**src/hdl/wide_counter_compare_alarms_assert.svh**
```systemverilog
// Assertion macros for the wide counter compare block.
`ifndef WIDE_COUNTER_COMPARE_ALARMS_ASSERT_SVH
`define WIDE_COUNTER_COMPARE_ALARMS_ASSERT_SVH
`ifndef NO_ASSERTIONS
// Same-cycle implication, checked out of reset.
`define WCCA_ASSERT_IMPL(label, ante, cons, msg) \
    label: assert property (@(posedge aclk) disable iff (!aresetn) \
        (ante) |-> (cons)) else $error(msg);
// Next-cycle implication, checked out of reset.
`define WCCA_ASSERT_NEXT(label, ante, cons, msg) \
    label: assert property (@(posedge aclk) disable iff (!aresetn) \
        (ante) |=> (cons)) else $error(msg);
`else
`define WCCA_ASSERT_IMPL(label, ante, cons, msg)
`define WCCA_ASSERT_NEXT(label, ante, cons, msg)
`endif
`endif

```
**src/hdl/wcca_pkg.sv**
```systemverilog
// Types and constants for the wide counter compare block.
`default_nettype none
package wcca_pkg;

    localparam int unsigned CHANNELS_DEFAULT   = 2;
    localparam int unsigned COUNT_BITS_DEFAULT = 52;

    localparam int unsigned S_TDATA_BITS = 40;
    localparam int unsigned S_TUSER_BITS = 2;
    localparam int unsigned M_TDATA_BITS = 40;

    typedef enum logic [1:0] {
        OP_TICK  = 2'd0,
        OP_READ  = 2'd1,
        OP_WRITE = 2'd2,
        OP_NOP   = 2'd3
    } opcode_t;

    typedef logic [3:0] addr_t;

    localparam addr_t ADDR_START    = 4'd0;
    localparam addr_t ADDR_MODE     = 4'd1;
    localparam addr_t ADDR_COUNT_LO = 4'd2;
    localparam addr_t ADDR_COUNT_HI = 4'd3;
    localparam addr_t ADDR_INTEN_SET = 4'd4;
    localparam addr_t ADDR_INTEN_CLR = 4'd5;
    localparam addr_t ADDR_PENDING  = 4'd6;
    localparam addr_t ADDR_CH_BASE  = 4'd7;

    // Register offsets within one channel's four-address window
    localparam logic [1:0] CH_REG_CMP_LO  = 2'd0;
    localparam logic [1:0] CH_REG_CMP_HI  = 2'd1;
    localparam logic [1:0] CH_REG_CMP_EN  = 2'd2;
    localparam logic [1:0] CH_REG_CMP_EVT = 2'd3;

endpackage
`default_nettype wire

```
**src/hdl/wide_counter_compare_alarms.sv**
```systemverilog
// Wide microsecond counter with compare channels, streaming bus front end.
// Path from input transfer to result: input register, then result register.
// Throughput: one item per cycle while the result side accepts; the counter add and compare sit in one stage.
// Input is taken while a result waits only if the input register is empty; each stage refills as it drains.
// Reset: aresetn synchronous active low; counter, mode, flags and channel state clear.
// Compare values also reset to zero.
`default_nettype none
`include "wide_counter_compare_alarms_assert.svh"
module wide_counter_compare_alarms #(
    parameter int unsigned CHANNELS   = wcca_pkg::CHANNELS_DEFAULT,
    parameter int unsigned COUNT_BITS = wcca_pkg::COUNT_BITS_DEFAULT
) (
    input  wire logic                              aclk,
    input  wire logic                              aresetn,
    // input channel
    input  wire logic                              s_axis_tvalid,
    output      logic                              s_axis_tready,
    // tdata: [3:0] address, [35:4] write_data, [39:36] zero
    input  wire logic [wcca_pkg::S_TDATA_BITS-1:0] s_axis_tdata,
    // tuser: [1:0] opcode
    input  wire logic [wcca_pkg::S_TUSER_BITS-1:0] s_axis_tuser,
    // result channel
    output      logic                              m_axis_tvalid,
    input  wire logic                              m_axis_tready,
    // tdata: [31:0] read_data, [32] irq, [39:33] zero
    output      logic [wcca_pkg::M_TDATA_BITS-1:0] m_axis_tdata
);
    import wcca_pkg::*;

    localparam int unsigned HIGH_BITS = COUNT_BITS - 32;
    // one past the last channel address
    localparam int unsigned CH_END    = int'(ADDR_CH_BASE) + 4 * CHANNELS;

    // ---------------- input register ----------------
    logic        in_valid_reg;
    opcode_t     in_op_reg;
    addr_t       in_addr_reg;
    logic [31:0] in_data_reg;

    // ---------------- result register ----------------
    logic        out_valid_reg;
    logic [31:0] out_rdata_reg;
    logic        out_irq_reg;

    // ---------------- peripheral state ----------------
    logic [COUNT_BITS-1:0] cnt_reg, cnt_next;
    logic                  enabled_reg, enabled_next;
    logic                  running_reg, running_next;
    logic                  wrap_reg, wrap_next;
    logic [COUNT_BITS-1:0] cmp_val_reg  [CHANNELS];
    logic [COUNT_BITS-1:0] cmp_val_next [CHANNELS];
    logic [CHANNELS-1:0]   cmp_en_reg, cmp_en_next;
    logic [CHANNELS-1:0]   cmp_evt_reg, cmp_evt_next;
    logic [CHANNELS-1:0]   inten_reg, inten_next;

    logic [31:0] rdata_next;
    logic        irq_next;

    // Result stage frees when empty or its transfer completes; the input stage
    // moves into it in the same cycle.
    logic out_free;
    logic stage_advance;

    assign out_free      = !out_valid_reg || m_axis_tready;
    assign stage_advance = in_valid_reg && out_free;
    assign s_axis_tready = !in_valid_reg || out_free;

    assign m_axis_tvalid = out_valid_reg;
    assign m_axis_tdata  = {7'd0, out_irq_reg, out_rdata_reg};

    always_ff @(posedge aclk) begin
        if (!aresetn) begin
            in_valid_reg <= 1'b0;
        end else if (s_axis_tready) begin
            in_valid_reg <= s_axis_tvalid;
        end
    end

    always_ff @(posedge aclk) begin
        if (s_axis_tvalid && s_axis_tready) begin
            in_op_reg   <= opcode_t'(s_axis_tuser[1:0]);
            in_addr_reg <= s_axis_tdata[3:0];
            in_data_reg <= s_axis_tdata[35:4];
        end
    end

    // ---------------- single-pass item processing ----------------
    always_comb begin
        logic [3:0]  ch_off;
        logic        ch_hit;
        logic        ch_sel;
        logic [63:0] cnt_wide;
        logic [63:0] cmp_wide;
        logic [COUNT_BITS-1:0] cnt_inc;

        cnt_next     = cnt_reg;
        enabled_next = enabled_reg;
        running_next = running_reg;
        wrap_next    = wrap_reg;
        cmp_val_next = cmp_val_reg;
        cmp_en_next  = cmp_en_reg;
        cmp_evt_next = cmp_evt_reg;
        inten_next   = inten_reg;
        rdata_next   = 32'd0;
        ch_sel       = 1'b0;
        cmp_wide     = 64'd0;

        ch_off   = in_addr_reg - ADDR_CH_BASE;
        ch_hit   = (in_addr_reg >= ADDR_CH_BASE) && ({1'b0, in_addr_reg} < 5'(CH_END));
        cnt_wide = 64'(cnt_reg);
        cnt_inc  = cnt_reg + 1'b1;

        unique case (in_op_reg)
            OP_TICK: begin
                if (enabled_reg && running_reg) begin
                    cnt_next = cnt_inc;
                    if (cnt_inc[31:0] == 32'd0) begin
                        wrap_next = 1'b1;
                    end
                    for (int c = 0; c < CHANNELS; c++) begin
                        if (cmp_en_reg[c] && (cmp_val_reg[c] == cnt_inc)) begin
                            cmp_evt_next[c] = 1'b1;
                        end
                    end
                end
            end
            OP_READ: begin
                unique case (in_addr_reg) inside
                    ADDR_START: rdata_next = 32'd0;
                    ADDR_MODE:  rdata_next = {31'd0, enabled_reg};
                    ADDR_COUNT_LO: begin
                        rdata_next = cnt_reg[31:0];
                        wrap_next  = 1'b0;
                    end
                    ADDR_COUNT_HI: rdata_next = {wrap_reg, cnt_wide[62:32]};
                    ADDR_INTEN_SET, ADDR_INTEN_CLR: rdata_next = 32'(inten_reg);
                    ADDR_PENDING: rdata_next = 32'(inten_reg & cmp_evt_reg);
                    default: begin
                        for (int c = 0; c < CHANNELS; c++) begin
                            ch_sel   = ch_hit && (ch_off[3:2] == 2'(c));
                            cmp_wide = 64'(cmp_val_reg[c]);
                            if (ch_sel) begin
                                case (ch_off[1:0])
                                    CH_REG_CMP_LO:  rdata_next = cmp_wide[31:0];
                                    CH_REG_CMP_HI:  rdata_next = cmp_wide[63:32];
                                    CH_REG_CMP_EN:  rdata_next = {31'd0, cmp_en_reg[c]};
                                    default:        rdata_next = {31'd0, cmp_evt_reg[c]};
                                endcase
                            end
                        end
                    end
                endcase
            end
            OP_WRITE: begin
                unique case (in_addr_reg)
                    ADDR_START: begin
                        if (in_data_reg[0]) begin
                            running_next = 1'b1;
                        end
                    end
                    ADDR_MODE:      enabled_next = in_data_reg[0];
                    ADDR_INTEN_SET: inten_next = inten_reg | in_data_reg[CHANNELS-1:0];
                    ADDR_INTEN_CLR: inten_next = inten_reg & ~in_data_reg[CHANNELS-1:0];
                    default: begin
                        // count and pending are read-only; unmapped writes drop
                        for (int c = 0; c < CHANNELS; c++) begin
                            ch_sel = ch_hit && (ch_off[3:2] == 2'(c));
                            if (ch_sel) begin
                                case (ch_off[1:0])
                                    CH_REG_CMP_LO:
                                        cmp_val_next[c][31:0] = in_data_reg;
                                    CH_REG_CMP_HI:
                                        cmp_val_next[c][COUNT_BITS-1:32] =
                                            in_data_reg[HIGH_BITS-1:0];
                                    CH_REG_CMP_EN:  cmp_en_next[c]  = in_data_reg[0];
                                    default:        cmp_evt_next[c] = in_data_reg[0];
                                endcase
                            end
                        end
                    end
                endcase
            end
            OP_NOP: begin
            end
            default: begin
            end
        endcase

        irq_next = |(cmp_evt_next & inten_next);
    end

    always_ff @(posedge aclk) begin
        if (!aresetn) begin
            cnt_reg     <= '0;
            enabled_reg <= 1'b0;
            running_reg <= 1'b0;
            wrap_reg    <= 1'b0;
            cmp_en_reg  <= '0;
            cmp_evt_reg <= '0;
            inten_reg   <= '0;
            for (int c = 0; c < CHANNELS; c++) begin
                cmp_val_reg[c] <= '0;
            end
        end else if (stage_advance) begin
            cnt_reg      <= cnt_next;
            enabled_reg  <= enabled_next;
            running_reg  <= running_next;
            wrap_reg     <= wrap_next;
            cmp_val_reg  <= cmp_val_next;
            cmp_en_reg   <= cmp_en_next;
            cmp_evt_reg  <= cmp_evt_next;
            inten_reg    <= inten_next;
        end
    end

    // result register: loads on advance, empties on an m-side transfer
    always_ff @(posedge aclk) begin
        if (!aresetn) begin
            out_valid_reg <= 1'b0;
        end else if (out_free) begin
            out_valid_reg <= in_valid_reg;
        end
    end

    always_ff @(posedge aclk) begin
        if (stage_advance) begin
            out_rdata_reg <= rdata_next;
            out_irq_reg   <= irq_next;
        end
    end

    // ---------------- assertions ----------------
    `WCCA_ASSERT_IMPL(a_stall_only_when_full, !s_axis_tready,
        in_valid_reg && out_valid_reg, "input stalled with a free stage")
    `WCCA_ASSERT_IMPL(a_count_steps_by_one, $past(aresetn),
        (cnt_reg == $past(cnt_reg)) || (cnt_reg == COUNT_BITS'($past(cnt_reg) + 1'b1)),
        "counter moved by other than one")
    `WCCA_ASSERT_IMPL(a_count_needs_run, $past(aresetn) && (cnt_reg != $past(cnt_reg)),
        $past(enabled_reg && running_reg && stage_advance), "counter moved while stopped")
    `WCCA_ASSERT_NEXT(a_running_sticks, running_reg, running_reg,
        "counter run flag cleared without reset")

endmodule
`default_nettype wire
```
**config.mk**
```make
export PLATFORM = sky130hd
export DESIGN_NAME = wide_counter_compare_alarms
export DESIGN_NICKNAME = d
export VERILOG_FILES = /design/src/hdl/wcca_pkg.sv /design/src/hdl/wide_counter_compare_alarms.sv
export VERILOG_INCLUDE_DIRS = /design/src /design/src/hdl
export SDC_FILE = /design/constraint.sdc
export NUM_CORES = 1
export LEC_CHECK = 0
export ABC_AREA = 0
export ABC_CLOCK_PERIOD_IN_PS = 7220
export BUFFER_PORTS_ARGS = -buffer_cell sky130_fd_sc_hd__buf_2
export CORE_MARGIN = 5
export CORE_UTILIZATION = 40
export CTS_BUF_LIST = sky130_fd_sc_hd__clkbuf_8
export CTS_CLUSTER_SIZE = 16
export DETAILED_ROUTE_END_ITERATION = 12
export PLACE_DENSITY_LB_ADDON = 0.25
export SLEW_MARGIN = 20
export SYNTH_ARGS = -nofsm -noshare
export SYNTH_HDL_FRONTEND = slang
export SYNTH_SLANG_ARGS = --single-unit
```
**constraint.sdc**
```tcl
create_clock -name aclk -period 7.22 [get_ports aclk]
set_clock_uncertainty 0.15 [all_clocks]
set_input_delay 0.722 -clock aclk [delete_from_list [all_inputs] [get_ports aclk]]
set_output_delay 0.722 -clock aclk [all_outputs]
set_load 0.02 [all_outputs]
```
==> impl.org <==
** STA
- Count of pins over their slew limit :: 0
- The worst pin sits at a relative slew slack of 0.198.
- At the pin with the least slew margin, the transition time is roughly 1200 ps.
- Number of hold violations in the final report :: 0
- Setup ws final :: around 2000 ps
- Time the final worst path needs with I/O delays and setup :: ~5200 ps
- For the final routed database, the setup TNS stands at 0 ps.
- For this run, the top clock speed supported by timing is around 0.19 GHz.
- Setup violations remaining at the end of the flow were counted as 0.
- Dividing the final minimum period by the clock period gives 0.721.
- Unrepaired setup endpoints after global routing :: no

** Critical path
- Of all nets on the critical path, the largest fanout is 16.
- The largest single stage delay on the critical path is around 740 ps.
- Worst path top cell family by delay :: simple AND/OR/NAND/NOR gates
- Worst path buffer plus inverter count :: 1
- Setup crit start kind :: flop
- Critical path arrival :: between 5000 and 6000 ps
- The slowest stage of the critical path is the nor4_4 cell.
- The most numerous cell type found on the critical path is a2111oi_2.
- Critical path capture point type :: flop
- The critical path goes through ha_1 -> nand3_2 -> or3_1 -> nor4_4 -> xnor2_1 -> buf_4 -> a2111oi_2 -> nand3_1 -> a2111oi_2 -> and4b_1 -> a31oi_1 -> o2bb2ai_1.
- Required time of the critical path :: 7520 ps
- Internal reg-to-reg setup slack :: a little over 2000 ps
- Critical path class :: flop to flop

** Layout
- Most common cell after layout, fill and taps aside :: nand2_1
- NumNets Final :: roughly 1700
- Layout cells sized above 1 :: 0.123
- Largest register FFs :: 104
- Layout Area Growth over Synthesis :: 11.3%
- Highest-count cells in the layout ignoring fill and taps :: nand2_1, dfxtp_1, a21boi_0

** Run
- Count of max-cap constraint violations :: 0

** Run status
- Outcome :: complete, no violations

** GRT
- For this run, the total global-route usage over all layers was measured as 0.307.
- Pin count of the biggest net entering global routing :: approximately 110
- Overflow after GRT :: 0
- Wire length of the first global-routing pass :: 86.4 mm
- The number of global-route vias before repair is ~12000.
- Initial antenna violation count :: 2

** Route
- DR WL/cell :: about 28 um
- The count of nets left with antenna violations once routing finished came out at 0.
- Routed via count :: 13000
- Post-route DRC :: 0
- Routed vias/inst :: just over 6
- DRC violation total after the first TritonRoute iteration :: 1976
- First-pass detailed-route iteration total :: 6
- Summed over all layers, the routed wires come to slightly above 60 mm.

** Clock tree
- Clock tree root driver cell :: clkbuf_8
- # resized after CTS :: 0
- Post CTS Setup Buffer Count :: 0
- The tree built by TritonCTS fans out to around 240 sinks.
- TritonCTS built the clock tree.
- Clock Pin Slew Worst Setup and Hold Paths :: around 60 ps
- After clock tree synthesis, the flow added hold-fix buffers numbering 0.
- Number of levels in the clock H-tree :: 2
- Buffer levels on the longest clock path :: 3
- For the worst-skew pair, the clock arrives at the later sink with an insertion delay of 620 ps.
- Inserted Clock Buffers :: 43

** Placed design
- Port Buffer Count :: 76
- The HPWL after detailed placement is between 40 and 50 mm.
- Pre-CTS worst setup slack :: approximately 2200 ps
- GP Congestion :: ~1.0

** Power
- IR Drop Worst-Case VDD :: roughly 0.00014 V
- Power spread over the standard cell area amounts to ~180 nW/um^2.
- In this run the static leakage power is about 5 nW.

** Hold path
- Path category of the worst min-delay check :: input port to flop

** Die
- Horizontal extent of the die :: a little under 200 um
- The floorplan step defined a die boundary enclosing 38300 sq um.
- # rows :: between 60 and 70
- For this design the top-level I/O count stands at about 90.
- Initial core utilization :: 0.403
- After floorplanning, the core was sized to cover ~34000 sq um.
- Die Y-Extent :: 196 um

** Yosys
- Per-instance average area after synthesis :: about 8.5 sq um
- After synthesis the netlist holds a flip-flop and latch count of approximately 240.
- Top cells by area in the synthesized netlist :: dfxtp_1, edfxtp_1, nand2_1
- The synthesized design spends more area on one cell type than any other, namely dfxtp_1.
- Share of flip-flops with an asynchronous set or reset :: 0
- During synthesis, Yosys emitted a total of 0 warnings.
- Fraction of the yosys area taken by sequential cells :: 0.397
- Most common flop cell mapped by yosys :: dfxtp_1
- Portion of synthesized cell area occupied by the leading cell type :: 0.242
- The mapped netlist covers ~14000 sq um.
- In this run, distinct cell masters in the synthesized netlist total 80.
- Synthesis produced about 1600 cells.
- Number of flops mapped to enable cells by yosys :: 71
worst register-to-register path: stages (launching register included):
cell and delay (ps):
dfxtp_1 600, ha_1 330, nand3_2 300, or3_1 730, nor4_4 750, xnor2_1 130
buf_4 200, a2111oi_2 360, nand3_1 230, a2111oi_2 470, and4b_1 330, a31oi_1 230
o2bb2ai_1 230
routing by layer:
| metal | up-vias | share of wire | routed length, um | global-route usage |
|---|---|---|---|---|
| met5 | - | 0 | 0 | 0 |
| met4 | 0 | 0.036 | 2200 | 0.103 |
| met3 | 110 | 0.097 | 5900 | 0.0623 |
| met2 | 734 | 0.42 | 25400 | 0.446 |
| met1 | 6358 | 0.45 | 27200 | 0.455 |
| li1 | 5842 | - | - | - |
final cells by class:
cell class              count  area, sq um
diodes                      2         5.00
clock buffers              50          688
clock inverters            28          184
fillers                  3419        18900
inverters                  15         56.3
multi-input cells        1237         7790
flip-flops and latches    238         5480
well taps                 455          569
repair buffers            104          593
path summary, 6_finish.rpt:
kind / end / startpoint / depth (start not counted)
setup reg to reg: out_irq_reg$_DFFE_PP_ / cnt_reg[0]$_SDFFE_PN0P_ / 12
hold / removal: in_data_reg[10]$_DFFE_PP_ / s_axis_tdata[14] / 1
hold reg to reg: cmp_val_reg[85]$_SDFFE_PN0P_ / cmp_val_reg[85]$_SDFFE_PN0P_ / 2
setup / recovery: out_irq_reg$_DFFE_PP_ / cnt_reg[0]$_SDFFE_PN0P_ / 12
stage by stage:
step                instance area [sq um]   util  instances  total power (W)  hold WS [ps]
floorplan                           13800      -       1630          0.00152           293
global placement                    14500  0.422       2049          0.00157           312
detailed placement                  14500  0.422       2049          0.00157           320
CTS                                 15300  0.447       2127          0.00287          93.8
global route                        15400  0.448       2127          0.00294          92.6
finish                              15400  0.448       2129          0.00284           125
Yosys cell counts, types with 6 or more instances:
library cell,number
nand2_1,296
dfxtp_1,167
a21boi_0,125
xnor2_1,114
clkbuf_1,110
edfxtp_1,71
o21ai_0,60
nor2_1,55
nand3_1,51
nand4_1,49
a21oi_1,45
xor2_1,42
nor3_1,37
and2_1,34
nor2b_1,27
or3_1,27
nor4_1,26
and4_1,17
a22o_1,16
a22oi_1,16
and3_1,16
o221ai_1,16
inv_1,14
mux2i_1,13
nor3b_1,13
buf_4,12
nand2b_1,12
a222oi_1,9
buf_1,9
o22ai_1,9
a31oi_1,8
nand3b_1,8
buf_2,7
or4_1,7
o2111ai_1,6
logic make-up (layout without fill, tap and decap cells):
kind of cell             Yosys count  count (layout)  synth area share
XOR/XNOR                         157             157             0.101
multiplexers                      17              17            0.0143
AO/OA/AOI/OAI                    350             350             0.179
AND/OR/NAND/NOR                  705             705             0.261
buffers and inverters            155             197            0.0471
other                              1               9          0.000272
adder cells (fa/ha/maj)            1               1          0.000906
flip-flops                       238             238             0.397
report_power, final:
part / total [W] / internal [W] / switching (W)
Sequential: 0.00142 / 0.00140 / 0.0000196
Combinational: 0.000123 / 0.0000378 / 0.0000854
Clock: 0.00130 / 0.000705 / 0.000594
No activity file was read; power rests on OpenSTA's default activity.
